**config.mk**
```make
export PLATFORM = sky130hd
export DESIGN_NAME = binary_max_heap_queue_unit
export DESIGN_NICKNAME = d
export VERILOG_FILES = /design/src/hdl/bmhq_pkg.sv /design/src/hdl/binary_max_heap_queue_unit.sv /design/src/hdl/bmhq_core.sv
export SDC_FILE = /design/constraint.sdc
export NUM_CORES = 1
export LEC_CHECK = 0
export ABC_AREA = 1
export BUFFER_PORTS_ARGS = -buffer_cell sky130_fd_sc_hd__buf_2
export CAP_MARGIN = 15
export CORE_ASPECT_RATIO = 0.75
export CORE_UTILIZATION = 40
export CTS_CLUSTER_DIAMETER = 30
export DETAILED_ROUTE_END_ITERATION = 8
export PLACE_DENSITY = 0.55
export RECOVER_POWER = 25
export SYNTH_ARGS = -nofsm -noshare
export SYNTH_HDL_FRONTEND = slang
export SYNTH_SLANG_ARGS = --single-unit
```
**constraint.sdc**
```tcl
create_clock -name clk -period 6.5 [get_ports clk]
set_input_delay 1.625 -clock clk [delete_from_list [all_inputs] [get_ports clk]]
set_output_delay 1.625 -clock clk [all_outputs]
set_load 0.01 [all_outputs]
```
**src/hdl/bmhq_pkg.sv**
```systemverilog
// Shared types, codes and the microcode program of the binary max-heap queue.
package bmhq_pkg;

    localparam int HEAP_DEPTH_DEF = 16;
    localparam int VALUE_W        = 32;
    localparam int COUNT_W        = 5;
    localparam int STATUS_W       = 2;
    localparam int UPC_W          = 5;
    localparam int ACT_W          = 4;
    localparam int COND_W         = 4;

    typedef logic [UPC_W-1:0]    upc_t;
    typedef logic [ACT_W-1:0]    act_t;
    typedef logic [COND_W-1:0]   cond_t;
    typedef logic [STATUS_W-1:0] status_t;

    // Result status codes.
    localparam status_t ST_OK    = 2'd0;
    localparam status_t ST_EMPTY = 2'd1;
    localparam status_t ST_FULL  = 2'd2;

    // Datapath actions, one per control word.
    localparam act_t A_NOP       = 4'd0;
    localparam act_t A_LOAD      = 4'd1;
    localparam act_t A_PUSH_INIT = 4'd2;
    localparam act_t A_RD_PARENT = 4'd3;
    localparam act_t A_UP_MOVE   = 4'd4;
    localparam act_t A_PLACE     = 4'd5;
    localparam act_t A_POP_INIT  = 4'd6;
    localparam act_t A_LOAD_LAST = 4'd7;
    localparam act_t A_RD_LEFT   = 4'd8;
    localparam act_t A_RD_RIGHT  = 4'd9;
    localparam act_t A_PICK      = 4'd10;
    localparam act_t A_DN_MOVE   = 4'd11;
    localparam act_t A_SET_FULL  = 4'd12;
    localparam act_t A_SET_EMPTY = 4'd13;
    localparam act_t A_DONE      = 4'd14;

    // Jump conditions; a taken jump loads the target, otherwise the step counter advances.
    localparam cond_t C_NEVER    = 4'd0;
    localparam cond_t C_ALWAYS   = 4'd1;
    localparam cond_t C_NOGO     = 4'd2;
    localparam cond_t C_POP      = 4'd3;
    localparam cond_t C_FULL     = 4'd4;
    localparam cond_t C_POS0     = 4'd5;
    localparam cond_t C_PLESS    = 4'd6;
    localparam cond_t C_EMPTY    = 4'd7;
    localparam cond_t C_NOKID    = 4'd8;
    localparam cond_t C_NORIGHT  = 4'd9;
    localparam cond_t C_KGE      = 4'd10;
    localparam cond_t C_OUTBUSY  = 4'd11;

    // Program addresses.
    localparam upc_t U_IDLE    = 5'd0;
    localparam upc_t U_DISP    = 5'd1;
    localparam upc_t U_PCHK    = 5'd2;
    localparam upc_t U_PINIT   = 5'd3;
    localparam upc_t U_UPRD    = 5'd4;
    localparam upc_t U_UPCMP   = 5'd5;
    localparam upc_t U_PLACE   = 5'd6;
    localparam upc_t U_POPCHK  = 5'd7;
    localparam upc_t U_POPINIT = 5'd8;
    localparam upc_t U_POPLD   = 5'd9;
    localparam upc_t U_DNRD    = 5'd10;
    localparam upc_t U_DNRDR   = 5'd11;
    localparam upc_t U_DNPICK  = 5'd12;
    localparam upc_t U_DNCMP   = 5'd13;
    localparam upc_t U_PLACE2  = 5'd14;
    localparam upc_t U_FULL    = 5'd15;
    localparam upc_t U_DWAIT   = 5'd16;
    localparam upc_t U_DONE    = 5'd17;
    localparam upc_t U_EMPTY   = 5'd18;

    typedef struct packed {
        act_t  act;
        cond_t cond;
        upc_t  target;
    } uword_t;

    typedef struct packed {
        logic go;
        logic mode;
        logic out_busy;
    } core_ctl_t;

    typedef struct packed {
        logic idle;
        logic done;
    } core_stat_t;

    typedef struct packed {
        status_t                    status;
        logic [COUNT_W-1:0]         count;
        logic signed [VALUE_W-1:0]  top;
        logic signed [VALUE_W-1:0]  popped;
    } result_t;

    // Control store: one word per step.
    function automatic uword_t ucode(input upc_t addr);
        uword_t w;
        case (addr)
            U_IDLE:    w = '{A_LOAD,      C_NOGO,    U_IDLE};
            U_DISP:    w = '{A_NOP,       C_POP,     U_POPCHK};
            U_PCHK:    w = '{A_NOP,       C_FULL,    U_FULL};
            U_PINIT:   w = '{A_PUSH_INIT, C_NEVER,   U_IDLE};
            U_UPRD:    w = '{A_RD_PARENT, C_POS0,    U_PLACE};
            U_UPCMP:   w = '{A_UP_MOVE,   C_PLESS,   U_UPRD};
            U_PLACE:   w = '{A_PLACE,     C_ALWAYS,  U_DWAIT};
            U_POPCHK:  w = '{A_NOP,       C_EMPTY,   U_EMPTY};
            U_POPINIT: w = '{A_POP_INIT,  C_NEVER,   U_IDLE};
            U_POPLD:   w = '{A_LOAD_LAST, C_NEVER,   U_IDLE};
            U_DNRD:    w = '{A_RD_LEFT,   C_NOKID,   U_PLACE};
            U_DNRDR:   w = '{A_RD_RIGHT,  C_NORIGHT, U_DNCMP};
            U_DNPICK:  w = '{A_PICK,      C_NEVER,   U_IDLE};
            U_DNCMP:   w = '{A_DN_MOVE,   C_KGE,     U_DNRD};
            U_PLACE2:  w = '{A_PLACE,     C_ALWAYS,  U_DWAIT};
            U_FULL:    w = '{A_SET_FULL,  C_ALWAYS,  U_DWAIT};
            U_DWAIT:   w = '{A_NOP,       C_OUTBUSY, U_DWAIT};
            U_DONE:    w = '{A_DONE,      C_ALWAYS,  U_IDLE};
            U_EMPTY:   w = '{A_SET_EMPTY, C_ALWAYS,  U_DWAIT};
            default:   w = '{A_NOP,       C_ALWAYS,  U_IDLE};
        endcase
        return w;
    endfunction

endpackage

```
**src/hdl/binary_max_heap_queue_unit.sv**
```systemverilog
// Top level of the binary max-heap priority queue with stream ports and output register.
//
//   Channel   Direction  Beat contents
//   s_axis    in         tuser: mode; tdata: value
//   m_axis    out        tdata: popped, top, count, status (zero padded to 72 bits)
//
// Each beat runs through a short microcode program; the block takes one beat at a time.
// Each level a pushed value rises is a read of its parent and a compare; each level the
// moved entry of a pop sinks is a read of the left and then the right child through the
// single read port of the heap memory, a pick of the larger one where both exist and a compare.
// After reset the heap is empty and ready at once; no memory clearing is needed.
// A result waits in the output register while the next beat is accepted; the sequencer
// holds its wait step before the result until that register is free.
module binary_max_heap_queue_unit #(
    parameter int HEAP_DEPTH = bmhq_pkg::HEAP_DEPTH_DEF
) (
    input  logic        clk,
    input  logic        rst_n,
    input  logic        s_axis_tvalid,
    output logic        s_axis_tready,
    input  logic [31:0] s_axis_tdata,   // [31:0] value
    input  logic        s_axis_tuser,   // [0] mode: 0 push, 1 pop
    output logic        m_axis_tvalid,
    input  logic        m_axis_tready,
    output logic [71:0] m_axis_tdata    // [31:0] popped, [63:32] top, [68:64] count,
                                        // [70:69] status, [71] zero
);

    bmhq_pkg::core_ctl_t  ctl;
    bmhq_pkg::core_stat_t stat;
    bmhq_pkg::result_t    res;

    logic                 m_valid_reg, m_valid_next;
    bmhq_pkg::result_t    m_res_reg;

    // The sequencer only takes a beat while it sits in its idle step.
    assign s_axis_tready = stat.idle;
    assign ctl.go        = s_axis_tvalid && stat.idle;
    assign ctl.mode      = s_axis_tuser;
    assign ctl.out_busy  = m_valid_reg && !m_axis_tready;

    bmhq_core #(
        .HEAP_DEPTH (HEAP_DEPTH)
    ) u_core (
        .clk   (clk),
        .rst_n (rst_n),
        .ctl   (ctl),
        .value ($signed(s_axis_tdata)),
        .stat  (stat),
        .res   (res)
    );

    // Output register: loaded on a finished item, cleared when the beat is taken.
    always_comb
    begin
        m_valid_next = m_valid_reg;
        if (stat.done)
        begin
            m_valid_next = 1'b1;
        end
        else if (m_axis_tready)
        begin
            m_valid_next = 1'b0;
        end
    end

    always_ff @(posedge clk or negedge rst_n)
    begin
        if (!rst_n)
        begin
            m_valid_reg <= 1'b0;
        end
        else
        begin
            m_valid_reg <= m_valid_next;
        end
    end

    always_ff @(posedge clk)
    begin
        if (stat.done)
        begin
            m_res_reg <= res;
        end
    end

    assign m_axis_tvalid = m_valid_reg;
    assign m_axis_tdata  = {1'b0, m_res_reg};

endmodule

```
**src/hdl/bmhq_core.sv**
```systemverilog
// Microcoded sequencer, heap memory and datapath of the binary max-heap queue.
module bmhq_core #(
    parameter int HEAP_DEPTH = bmhq_pkg::HEAP_DEPTH_DEF
) (
    input  logic                        clk,
    input  logic                        rst_n,
    input  bmhq_pkg::core_ctl_t         ctl,
    input  logic signed [31:0]          value,
    output bmhq_pkg::core_stat_t        stat,
    output bmhq_pkg::result_t           res
);

    localparam int IW = (HEAP_DEPTH > 1) ? $clog2(HEAP_DEPTH) : 1;
    localparam int CW = $clog2(HEAP_DEPTH + 1);

    logic signed [31:0] mem [HEAP_DEPTH];

    bmhq_pkg::upc_t      upc_reg, upc_next;
    logic [CW-1:0]       cnt_reg, cnt_next;
    logic [IW-1:0]       pos_reg, pos_next;
    logic [IW-1:0]       kidx_reg, kidx_next;
    logic signed [31:0]  val_reg, val_next;
    logic signed [31:0]  kid_reg, kid_next;
    logic signed [31:0]  top_reg, top_next;
    logic signed [31:0]  popped_reg, popped_next;
    bmhq_pkg::status_t   status_reg, status_next;
    logic                mode_reg, mode_next;
    logic signed [31:0]  rdata_reg;

    bmhq_pkg::uword_t    uw;
    logic                take;
    logic [IW+1:0]       left_w, right_w, cnt_x;
    logic [IW-1:0]       parent_w, last_w, rd_addr;
    logic                p_less, k_ge;
    logic                mem_we;
    logic [IW-1:0]       mem_wa;
    logic signed [31:0]  mem_wd;
    logic [31:0]         cnt_wide;

    assign uw       = bmhq_pkg::ucode(upc_reg);
    assign left_w   = {1'b0, pos_reg, 1'b1};
    assign right_w  = left_w + (IW+2)'(1);
    assign cnt_x    = (IW+2)'(cnt_reg);
    assign parent_w = (pos_reg - IW'(1)) >> 1;
    assign last_w   = IW'(cnt_reg - CW'(1));
    assign p_less   = rdata_reg < val_reg;
    assign k_ge     = !(kid_reg < val_reg);

    always_comb
    begin
        case (uw.cond)
            bmhq_pkg::C_NEVER:   take = 1'b0;
            bmhq_pkg::C_ALWAYS:  take = 1'b1;
            bmhq_pkg::C_NOGO:    take = !ctl.go;
            bmhq_pkg::C_POP:     take = mode_reg;
            bmhq_pkg::C_FULL:    take = 32'(cnt_reg) >= 32'(HEAP_DEPTH);
            bmhq_pkg::C_POS0:    take = pos_reg == '0;
            bmhq_pkg::C_PLESS:   take = p_less;
            bmhq_pkg::C_EMPTY:   take = cnt_reg == '0;
            bmhq_pkg::C_NOKID:   take = left_w >= cnt_x;
            bmhq_pkg::C_NORIGHT: take = right_w >= cnt_x;
            bmhq_pkg::C_KGE:     take = k_ge;
            bmhq_pkg::C_OUTBUSY: take = ctl.out_busy;
            default:             take = 1'b0;
        endcase
        upc_next = take ? uw.target : upc_reg + bmhq_pkg::UPC_W'(1);
    end

    // Datapath: the hole being sifted sits at pos_reg and the moving value in val_reg.
    always_comb
    begin
        cnt_next    = cnt_reg;
        pos_next    = pos_reg;
        kidx_next   = kidx_reg;
        val_next    = val_reg;
        kid_next    = kid_reg;
        popped_next = popped_reg;
        status_next = status_reg;
        mode_next   = mode_reg;
        mem_we      = 1'b0;
        mem_wa      = pos_reg;
        mem_wd      = val_reg;
        rd_addr     = pos_reg;
        case (uw.act)
            bmhq_pkg::A_LOAD:
            begin
                if (ctl.go)
                begin
                    val_next  = value;
                    mode_next = ctl.mode;
                end
            end
            bmhq_pkg::A_PUSH_INIT:
            begin
                pos_next    = IW'(cnt_reg);
                cnt_next    = cnt_reg + CW'(1);
                popped_next = '0;
                status_next = bmhq_pkg::ST_OK;
            end
            bmhq_pkg::A_RD_PARENT:
            begin
                rd_addr = parent_w;
            end
            bmhq_pkg::A_UP_MOVE:
            begin
                if (p_less)
                begin
                    mem_we   = 1'b1;
                    mem_wd   = rdata_reg;
                    pos_next = parent_w;
                end
            end
            bmhq_pkg::A_PLACE:
            begin
                mem_we = 1'b1;
            end
            bmhq_pkg::A_POP_INIT:
            begin
                rd_addr     = last_w;
                popped_next = top_reg;
                cnt_next    = cnt_reg - CW'(1);
                pos_next    = '0;
                status_next = bmhq_pkg::ST_OK;
            end
            bmhq_pkg::A_LOAD_LAST:
            begin
                val_next = rdata_reg;
            end
            bmhq_pkg::A_RD_LEFT:
            begin
                rd_addr = left_w[IW-1:0];
            end
            bmhq_pkg::A_RD_RIGHT:
            begin
                rd_addr   = right_w[IW-1:0];
                kid_next  = rdata_reg;
                kidx_next = left_w[IW-1:0];
            end
            bmhq_pkg::A_PICK:
            begin
                // Right child wins only when strictly larger.
                if (kid_reg < rdata_reg)
                begin
                    kid_next  = rdata_reg;
                    kidx_next = right_w[IW-1:0];
                end
            end
            bmhq_pkg::A_DN_MOVE:
            begin
                if (k_ge)
                begin
                    mem_we   = 1'b1;
                    mem_wd   = kid_reg;
                    pos_next = kidx_reg;
                end
            end
            bmhq_pkg::A_SET_FULL:
            begin
                popped_next = '0;
                status_next = bmhq_pkg::ST_FULL;
            end
            bmhq_pkg::A_SET_EMPTY:
            begin
                popped_next = '0;
                status_next = bmhq_pkg::ST_EMPTY;
            end
            default:
            begin
            end
        endcase
        top_next = (mem_we && mem_wa == '0) ? mem_wd : top_reg;
    end

    always_ff @(posedge clk or negedge rst_n)
    begin
        if (!rst_n)
        begin
            upc_reg <= bmhq_pkg::U_IDLE;
            cnt_reg <= '0;
        end
        else
        begin
            upc_reg <= upc_next;
            cnt_reg <= cnt_next;
        end
    end

    always_ff @(posedge clk)
    begin
        pos_reg    <= pos_next;
        kidx_reg   <= kidx_next;
        val_reg    <= val_next;
        kid_reg    <= kid_next;
        top_reg    <= top_next;
        popped_reg <= popped_next;
        status_reg <= status_next;
        mode_reg   <= mode_next;
    end

    always_ff @(posedge clk)
    begin
        if (mem_we)
        begin
            mem[mem_wa] <= mem_wd;
        end
        rdata_reg <= mem[rd_addr];
    end

    assign cnt_wide   = 32'(cnt_reg);
    assign stat.idle  = upc_reg == bmhq_pkg::U_IDLE;
    assign stat.done  = uw.act == bmhq_pkg::A_DONE;
    assign res.popped = popped_reg;
    assign res.top    = (cnt_reg != '0) ? top_reg : '0;
    assign res.count  = cnt_wide[bmhq_pkg::COUNT_W-1:0];
    assign res.status = status_reg;

`ifndef NO_ASSERTIONS
    a_cnt_bound: assert property (@(posedge clk) disable iff (!rst_n)
        32'(cnt_reg) <= 32'(HEAP_DEPTH))
        else $error("entry count above heap depth");

    a_wr_range: assert property (@(posedge clk) disable iff (!rst_n)
        mem_we |-> 32'(mem_wa) < 32'(HEAP_DEPTH))
        else $error("heap write outside the store");

    a_done_free: assert property (@(posedge clk) disable iff (!rst_n)
        stat.done |-> !ctl.out_busy)
        else $error("result issued while the output beat is held");

    a_done_idle: assert property (@(posedge clk) disable iff (!rst_n)
        stat.done |=> stat.idle)
        else $error("sequencer did not return to idle after a result");

    a_empty_zero: assert property (@(posedge clk) disable iff (!rst_n)
        (stat.done && status_reg == bmhq_pkg::ST_EMPTY) |-> cnt_reg == '0)
        else $error("empty status with stored entries");
`endif

endmodule

```
==> metrics.md <==
| Metric | Value |
|---|---|
| Layout cells sized above 1 | 0.0970 |
| HP Class | register to register |
| Final hold violations | 0 |
| Crit Path Max Fanout | 78 |
| Mapped Area | 33900 um2 |
| Die Y | 254 um |
| Crit path buf inv count | 4 |
| Failing checks | capacitance limit, slew limit |
| Clock Latency Late Sink | a little over 700 ps |
| Ant diodes | 0 |
| Slowest stage delay, CP | roughly 960 ps |
| Cell Rows | 92 |
| Crit share post-route | 0.792 |
| Fin nets | 3583 |
| EDFF count, synth | 690 |
| Worst-path clk slew | about 50 ps |
| RR Endpoint | u_core.rdata_reg[5]$_DFF_P_ |
| TritonCTS clock tree | built |
| Grt ovf | 0 |
| Final worst setup slack | 1350 ps |
| Post-synth top area cell | edfxtp_1 |
| Reg-to-Reg Start | u_core.upc_reg[2]$_DFF_PN0_ |
| R2R setup slack | roughly 1400 ps |
| Largest register FFs | just over 500 |
| Critical path's most frequent cell | nand2_1 |
| Setup TNS | 0 ps |
| Non-filler cells, final | 4673 |
| GRT Util Overall | 0.224 |
| Clk root buf | clkbuf_16 |
| First-pass GRT wire length | 144000 um |
| Synth Net Count | 3456 |
| CP endpoint | u_core.rdata_reg[5]$_DFF_P_ |
| Core area | about 84000 um2 |
| Routed WL | 96500 um |
| Initial core utilization | 0.404 |
| Worst setup EP type | register |
| Post-CTS Hold Buffers | 0 |
| Number of remaining DRC errors | 0 |
| RSZ-0062 raised after global routing | no |
| Final max-slew violation count | 100 |
| Die ar. | 86000 um2 |
| Synth area leaders | edfxtp_1 61%, nand3_1 9.2%, nand2_1 9.1% |
| Outcome | finished with violations |
| Total clock buffers created by CTS | between 100 and 150 |
| WL met2 | between 40000 and 50000 um |
| Post-CTS sizing | 0 |
| Crit path arrival time | 5760 ps |
| Fmax | 194 MHz |
| Clk sinks | 733 |
| Die Wd | 338 um |
| DRT antenna net count | 0 |
| Largest net degree at the start of global routing | 190 |
| Initial antenna violation count | 4 |
| Slew @ Worst Pin | 2950 ps |
| Drt wl/cell | 20.7 um |
| YS warnings | 0 |
| Async SR Flop Fraction | 0.0150 |
| WP depth | 18 |
| Ports | 111 |
| Slowest CP cell | buf_4 |
| Drt first pass iters | 5 |
| Flops & latches, synth | 733 |
| Post-CTS Setup Inserts | 0 |
| Clk buf depth | 3 |
| Post-Synthesis Cells | 3302 |
| Relative slew slack | -0.965 |
| Uppermost layer routed | met4 |
| Layout area overhead | 18.7% |
| PortBufs | 109 |
| Biggest register | u_core.mem |
| Number of global-route vias before repair | 22.4k |
| Avg Inst Size Synth | 10.3 um2 |
| Startpoint Class | register |
| R2r worst-path depth | 18 |
| Crit path kind | register to register |
| Top cell type's share of synthesized area | 0.611 |
| Vias per cell | 5.12 |
| Place WS | 2020 ps |
| Critical path's top delay family | simple AND/OR/NAND/NOR gates |
| Max Cap Viol | 3 |
| Final setup vio count | 0 |
| H-tree levels | 4 |
| DR vias | 23.9k |
| Sequential area share after synthesis | 0.638 |
| Critical path required time | 7110 ps |
| Met3 WL | 7710 um |
| DR iter-0 viols | roughly 2.3k |
| Clk_skew | 33.7 ps |
| Placed Cells incl. Taps | 4417 |
| Unique masters post-synth | 44 |
| Metal-1 WL | ~46000 um |
| CP Launch Point | u_core.upc_reg[2]$_DFF_PN0_ |
| Hold Crit Depth | 0 |
| CP Cell Sequence | inv_1 -> ha_1 -> inv_1 -> nand2_1 -> o21ai_0 -> nand2_1 -> nor2_1 -> clkinv_1 -> nor2_1 -> nand2_1 -> nand2_1 -> nor2_1 -> nand2_4 -> buf_4 -> nand3_1 -> nand3_1 -> nand3_1 -> nand2_1 |
| Most used DFF post-synth | edfxtp_1 |
| Detail Placement HPWL | 55900 um |
| Min cycle time layout | between 5000 and 6000 ps |
| GP Congestion | slightly below 0.9 |
[Yosys cell counts, types with 2 or more instances]
cell type,instances
a221oi_1,2
a21oi_1,58
inv_1,472
nand4_1,40
nor2_1,91
nor4_1,3
inv_2,4
ha_1,117
nand3b_1,2
o21a_1,3
nand2_1,818
nand3_2,3
buf_6,3
o31ai_1,2
buf_2,102
xnor2_1,2
dfxtp_1,32
nor2_4,2
o211ai_1,6
nor3_1,10
a31oi_1,3
o21ai_0,102
clkbuf_1,35
buf_1,5
a211oi_1,5
xor2_1,10
o221ai_1,3
nand3_1,622
nor2_2,6
edfxtp_1,690
buf_4,21
o21bai_1,3
dfrtp_1,11
nand2_2,4
[worst min-delay path by stage]
stage / startpoint / endpoint / slack [ps]
global placement: u_core.popped_reg[10]$_SDFFCE_PP0P_ / m_axis_tdata[10]$_DFFE_PP_ / 400
detailed placement: u_core.popped_reg[17]$_SDFFCE_PP0P_ / m_axis_tdata[17]$_DFFE_PP_ / 400
finish: u_core.popped_reg[6]$_SDFFCE_PP0P_ / m_axis_tdata[6]$_DFFE_PP_ / 410
CTS: u_core.popped_reg[10]$_SDFFCE_PP0P_ / m_axis_tdata[10]$_DFFE_PP_ / 410
floorplan: u_core.popped_reg[0]$_SDFFCE_PP0P_ / m_axis_tdata[0]$_DFFE_PP_ / 400
global route: u_core.popped_reg[10]$_SDFFCE_PP0P_ / m_axis_tdata[10]$_DFFE_PP_ / 410
[cell usage in the layout, fill, tap and decap left out, types with 3 or more instances in the layout]
| cell type | count |
|---|---|
| nand4_1 | 40 |
| nor2_4 | 10 |
| dfrtp_1 | 11 |
| nand2_1 | 817 |
| inv_16 | 4 |
| inv_1 | 464 |
| buf_4 | 35 |
| inv_6 | 11 |
| o221ai_1 | 3 |
| nor2_1 | 84 |
| clkbuf_16 | 141 |
| clkinvlp_4 | 9 |
| nor4_1 | 3 |
| clkinv_2 | 24 |
| clkbuf_1 | 85 |
| a211oi_1 | 5 |
| a21oi_1 | 58 |
| a31oi_1 | 3 |
| clkinv_1 | 23 |
| nand2_2 | 3 |
| nand3_2 | 3 |
| o21a_1 | 3 |
| edfxtp_1 | 690 |
| bufinv_16 | 18 |
| clkinv_8 | 4 |
| nor2_2 | 6 |
| clkinv_4 | 10 |
| nor3_1 | 10 |
| ha_1 | 117 |
| buf_12 | 6 |
| o21ai_0 | 102 |
| xor2_1 | 10 |
| o211ai_1 | 6 |
| buf_2 | 36 |
| dfxtp_1 | 32 |
| nand3_1 | 621 |
| clkbuf_8 | 11 |
[area by class of cell]
| cell class | instances | area [um2] |
|---|---|---|
| timing repair buffer | 154 | 855 |
| fill | 7830 | 43800 |
| sequential | 733 | 21600 |
| tap | 1128 | 1410 |
| multi-input combinational | 1924 | 9720 |
| inverter | 478 | 1800 |
| clock buffer | 162 | 3720 |
| clock inverter | 94 | 1120 |
[routing by layer]
metal / GRT usage / up-vias
met5: 0 / -
li1: - / 11448
met3: 0.0455 / 135
met4: 0.0681 / 0
met1: 0.334 / 11444
met2: 0.328 / 896
[cells by family (layout without fill, tap and decap cells)]
group	Yosys count	after routing	synth area share
AO/OA/AOI/OAI	191	191	0.0306
XOR/XNOR	12	12	0.00310
adder cells (fa/ha/maj)	117	117	0.0432
buffers and inverters	645	888	0.0785
flip-flops	733	733	0.638
other	1	1	0.000111
AND/OR/NAND/NOR	1603	1603	0.207
[metrics by stage]
step | util | hold slack, ps | instance area [um2]
floorplan | - | 400 | 33900
global placement | 0.423 | 401 | 35600
detailed placement | 0.423 | 405 | 35600
CTS | 0.481 | 412 | 40400
global route | 0.479 | 412 | 40300
finish | 0.479 | 411 | 40300
Power is not shown: default switching activity piles up to over one toggle a cycle in this logic, so the estimate is an artifact.
